--- config.mk ---
export PLATFORM = sky130hd
export DESIGN_NAME = vnf_fifo
export DESIGN_NICKNAME = d
export VERILOG_FILES = /design/src/vnf_pkg.sv /design/src/vnf_fifo.sv
export SDC_FILE = /design/constraint.sdc
export NUM_CORES = 1
export LEC_CHECK = 0
export BUFFER_PORTS_ARGS = -buffer_cell sky130_fd_sc_hd__buf_2
export CORE_MARGIN = 2
export CORE_UTILIZATION = 50
export DETAILED_ROUTE_END_ITERATION = 8
export PLACE_DENSITY = 0.74
export SLEW_MARGIN = 0
export SYNTH_ARGS = -nofsm -noshare
export SYNTH_HDL_FRONTEND = slang
export SYNTH_SLANG_ARGS = --single-unit
--- constraint.sdc ---
create_clock -name clk -period 3.75 [get_ports clk]
set_clock_uncertainty 0.1 [all_clocks]
set_input_delay 1.125 -clock clk [delete_from_list [all_inputs] [get_ports clk]]
set_output_delay 1.125 -clock clk [all_outputs]
set_load 0.03 [all_outputs]
--- src/vnf_pkg.sv ---
// ----------------------------------------------------------------------------
// vnf_pkg
// Shared widths, types and constants of the vertex normal block.
// ----------------------------------------------------------------------------
`default_nettype none
package vnf_pkg;
    localparam int SUM_W      = 40;
    localparam int CROSS_W    = 34;
    localparam int MAG_W      = 30;
    localparam int SQ_W       = 62;
    localparam int LEN_W      = 31;
    localparam int ONE_Q14    = 16384;
    localparam int MAX_TRI_DEF = 16;

    // kind of beat handed to the back part
    typedef enum logic [1:0] {
        OP_ADD,
        OP_ADD_LAST,
        OP_EMPTY
    } op_t;

    // one triangle beat after the front part
    typedef struct packed {
        op_t                        op;
        logic [15:0]                tag;
        logic signed [CROSS_W-1:0]  cx;
        logic signed [CROSS_W-1:0]  cy;
        logic signed [CROSS_W-1:0]  cz;
    } job_t;

    // saturating add of one cross component into a sum
    function automatic logic signed [SUM_W-1:0] sat_add(
        input logic signed [SUM_W-1:0]   s,
        input logic signed [CROSS_W-1:0] c
    );
        logic signed [SUM_W:0] r;
        logic signed [SUM_W:0] hi;
        logic signed [SUM_W:0] lo;
        begin
            hi = {2'b00, {(SUM_W-1){1'b1}}};
            lo = {2'b11, {(SUM_W-1){1'b0}}};
            r  = {s[SUM_W-1], s} + {{(SUM_W+1-CROSS_W){c[CROSS_W-1]}}, c};
            if (r > hi)
                sat_add = hi[SUM_W-1:0];
            else if (r < lo)
                sat_add = lo[SUM_W-1:0];
            else
                sat_add = r[SUM_W-1:0];
        end
    endfunction
endpackage
`default_nettype wire

--- src/vnf_fifo.sv ---
// ----------------------------------------------------------------------------
// vnf_fifo
// Short queue of job beats between the front and back parts.
// ----------------------------------------------------------------------------
`default_nettype none
module vnf_fifo (
    input  wire logic      clk,
    input  wire logic      rst_n,
    input  wire logic      wr_valid,
    input  vnf_pkg::job_t  wr_data,
    output logic           wr_stall,
    output logic           rd_valid,
    output vnf_pkg::job_t  rd_data,
    input  wire logic      rd_take
);
    import vnf_pkg::*;

    job_t       mem_reg [4];
    logic [1:0] wp_reg, rp_reg;
    logic [2:0] cnt_reg;
    logic       wr_en, rd_en;

    assign wr_stall = (cnt_reg == 3'd4);
    assign rd_valid = (cnt_reg != 3'd0);
    assign rd_data  = mem_reg[rp_reg];
    assign wr_en    = wr_valid && !wr_stall;
    assign rd_en    = rd_take && rd_valid;

    // pointers and fill
    always_ff @(posedge clk or negedge rst_n)
    begin
        if (!rst_n)
        begin
            wp_reg  <= '0;
            rp_reg  <= '0;
            cnt_reg <= '0;
        end
        else
        begin
            if (wr_en)
                wp_reg <= wp_reg + 2'd1;
            if (rd_en)
                rp_reg <= rp_reg + 2'd1;
            cnt_reg <= cnt_reg + {2'b00, wr_en} - {2'b00, rd_en};
        end
    end

    // storage
    always_ff @(posedge clk)
    begin
        if (wr_en)
            mem_reg[wp_reg] <= wr_data;
    end
endmodule
`default_nettype wire

==> key figures <==
Job
  – Number of maximum-capacitance violations: 0

Synth
  – Ys Warns: 0
  – EDFF count, synth: 480
  – Gate count after technology mapping: 667
  – Prevailing post-synth register cell: sky130_fd_sc_hd__edfxtp_1
  – Number of library cell types mapped by synthesis: 24
  – Post-Synthesis Mean Instance Area: approximately 27 sq um
  – Seq/Total Area, Yosys: 0.817
  – Portion of synthesized cell area occupied by the leading cell type: 0.807
  – FFs w/ async S/R, synth: 0.0144
  – Post-synth top area cell: sky130_fd_sc_hd__edfxtp_1
  – Main area contributors after synthesis: sky130_fd_sc_hd__edfxtp_1 (81%), sky130_fd_sc_hd__mux4_2 (15%), sky130_fd_sc_hd__dfrtp_1 (0.98%)
  – Cell types with the highest counts after synthesis: sky130_fd_sc_hd__edfxtp_1 (480), sky130_fd_sc_hd__mux4_2 (120), sky130_fd_sc_hd__buf_2 (10)
  – Synthesized netlist net count: 798
  – Most repeated cell in the gate-level netlist after synthesis: sky130_fd_sc_hd__edfxtp_1
  – Mapped cell area: 17900 sq um
  – Seq cells post-synth: around 490

Place
  – IO buf count: 245
  – Gpl congestion: 0.710
  – Final HPWL DP: around 19000 microns
  – Post-detailed-placement cell area: about 20000 sq um

Route
  – Routed WL: 32800 microns
  – DR pass1 iterations: 4
  – WL/cell: 22.6 microns
  – Detail-routed via count per cell: around 5.4
  – DR iter-0 viols: 514
  – Vias: 7889
  – Remaining DRCs: 0
  – Remaining number of nets flagged by the antenna check after routing: 0

Clocking
  – Quantity of gates resized following cts: 0
  – Max Root-Sink Buffers: 3
  – Number of clock buffers inserted by TritonCTS: 48
  – Insertion delay of the later-clocked pin in the worst-skew pair: 0.56 ns
  – TritonCTS clock tree: yes
  – Number of buffers inserted to repair setup after CTS: 1
  – # H-tree levels: 2
  – Clock-pin slew reported for the worst setup and hold paths after clock tree synthesis: 0.06 ns
  – Hold buffers post-CTS: 0
  – Clock sink count: 487
  – Buffer type at the clock tree root: sky130_fd_sc_hd__clkbuf_16

Finish
  – Storage cell area: 14600 sq um
  – # nets final: 1081
  – Combined area of the multi-input logic cells: about 3000 sq um
  – Core occupancy in the finished layout: 0.599
  – Signed area change from the synthesized netlist to the final layout: 18.7%
  – Layout cells sized above 1: 0.458
  – Number of flip-flops under the largest register name: 480
  – Area of all placed cells without fillers: 21200 sq um
  – Count of fill cells added during filler insertion: about 2500

Critical path
  – Max Fanout on Critical Path: 16
  – Kind of cell adding the most delay to the critical path: multiplexers
  – Category of the critical setup timing path: reg -> out
  – Type of destination of the critical path: primary output
  – Total buffers and inverters traversed by the critical path: 2
  – Critical Path RT: 2.52 ns
  – Flop2flop setup slack: 1.23 ns
  – Worst reg2reg path depth: 9
  – Critical-path top delay cell: sky130_fd_sc_hd__mux4_2
  – Logic depth of the worst setup path including buffers: 3
  – Worst path max stage delay: 0.59 ns
  – Worst r2r src: cnt_reg[1]
  – Startpoint type of the worst setup path: register
  – List of cells traversed by the critical path: buf_4, mux4_2, buf_2
  – Reg-to-Reg End: cnt_reg[2]
  – Capture point of the worst path: rd_data[117]
  – Startpoint of the most critical setup path: rp_reg[0]
  – Crit path arrival time: 2.18 ns

Timing
  – Post-Route Setup TNS: 0 ns
  – Relative slew slack: 0.565
  – Peak clock frequency supported by timing: 294 MHz
  – Setup repair after global routing missed its margin: no
  – Transition at the pin with the smallest max-transition slack: 0.652 ns
  – Minimum clock period: 3.40 ns
  – Number of hold violations in the final report: 0
  – Max Slew Vio Count: 0
  – Final setup violating endpoints: 0
  – Final critical-path share of the clock period: 0.907

Floorplan
  – DIE HEIGHT: 193 microns
  – Die W: 193 microns
  – Number of top-level design ports: roughly 250
  – Area of the core: 35400 sq um
  – Die area: roughly 37000 sq um
  – Initial cell density of the core: 0.504
  – Number of cell rows: 69

GRT
  – Initial antenna violation count: 5
  – Number of global-route vias before repair: 8410
  – Global-route wire length before repair: 48800 microns
  – Total congestion overflow after global routing: 0
  – Largest net degree at the start of global routing: 66
  – GRT Total Usage: 0.178

Power
  – Worst supply voltage drop on vdd: 0.598 mV
  – Static leakage: 7.20 nW
  – Power per cell area: 865 nW/um^2

Run status
  – Status: finished, final reports clean

Hold path
  – Tightest Hold Check Type: in -> async
==> worst reg2reg max path: stages (launching register included) <==
cell,delay [ns]
sky130_fd_sc_hd__dfrtp_1,0.48
sky130_fd_sc_hd__nor3b_2,0.50
sky130_fd_sc_hd__nand2b_1,0.18
sky130_fd_sc_hd__ha_1,0.23
sky130_fd_sc_hd__inv_1,0.06
sky130_fd_sc_hd__ha_1,0.13
sky130_fd_sc_hd__inv_1,0.05
sky130_fd_sc_hd__fa_1,0.40
sky130_fd_sc_hd__xnor2_1,0.15
sky130_fd_sc_hd__xnor2_1,0.13
==> logic make-up after synthesis <==
family	synth area share
flops	0.817
mux	0.151
buf+inv	0.0166
simple gates	0.00589
compound gates	0.00182
fa+ha+maj	0.00533
xor+xnor	0.00196
==> through the flow <==
| step | hold WS, ns | worst slack (ns) | total power, mW | instances |
|---|---|---|---|---|
| 2_1_floorplan | 0.443 | 0.564 | 12.2 | 667 |
| 3_3_place_gp | 0.482 | 0.624 | 13.8 | 1360 |
| 3_5_place_dp | 0.489 | 0.605 | 14.0 | 1360 |
| 4_1_cts | 0.255 | 0.275 | 18.6 | 1446 |
| 5_1_grt | 0.270 | 0.233 | 19.2 | 1448 |
| 6_report | 0.291 | 0.348 | 18.3 | 1451 |
==> worst min-delay path by stage <==
stage | start | endpoint | slack, ns
after floorplan | wp_reg[1] | wp_reg[1] | 0.44
after global placement | wp_reg[1] | wp_reg[1] | 0.48
after detailed placement | wp_reg[1] | wp_reg[1] | 0.49
after CTS | rst_n | rp_reg[1] | 0.26
after global routing | rst_n | cnt_reg[2] | 0.27
final | rst_n | rp_reg[1] | 0.29
==> report_power, final <==
part | switching, mW | internal, mW | leakage [nW]
Clock | 1.86 | 2.78 | 0.747
Combinational | 4.00 | 2.27 | 1.98
Sequential | 0.266 | 7.17 | 4.48
Total | 6.12 | 12.2 | 7.20
==> cell usage in the layout (no fill, tap or decap), types with 2 or more instances in the layout <==
cell type and instances:
sky130_fd_sc_hd__dfrtp_1 5, sky130_fd_sc_hd__bufinv_16 5, sky130_fd_sc_hd__and3b_4 4, sky130_fd_sc_hd__clkinv_2 8, sky130_fd_sc_hd__ha_1 6, sky130_fd_sc_hd__edfxtp_1 480
sky130_fd_sc_hd__clkbuf_1 16, sky130_fd_sc_hd__mux4_2 120, sky130_fd_sc_hd__clkinv_1 5, sky130_fd_sc_hd__clkbuf_8 2, sky130_fd_sc_hd__nand4bb_1 2, sky130_fd_sc_hd__o211ai_1 2
sky130_fd_sc_hd__nand2b_1 4, sky130_fd_sc_hd__diode_2 5, sky130_fd_sc_hd__buf_4 3, sky130_fd_sc_hd__dfrtp_4 2, sky130_fd_sc_hd__inv_1 5, sky130_fd_sc_hd__clkbuf_16 49
sky130_fd_sc_hd__xnor2_1 3, sky130_fd_sc_hd__buf_2 245, sky130_fd_sc_hd__buf_12 12
==> cell type report <==
class	instances	area share
clock buffer	67	0.0620
clock inverter	18	0.00986
multi-input combinational	148	0.141
timing repair buffer	260	0.0702
antenna	5	0.000590
tap	461	0.0272
sequential	487	0.688
inverter	5	0.000885
==> layer usage <==
layer,share of wire,track usage,vias up
met4,0.016,0.0524,4
met5,0.0011,0,-
met3,0.077,0.0588,40
met1,0.40,0.224,4154
li1,-,-,3470
met2,0.50,0.298,221
No activity file was read; power rests on OpenSTA's default activity.
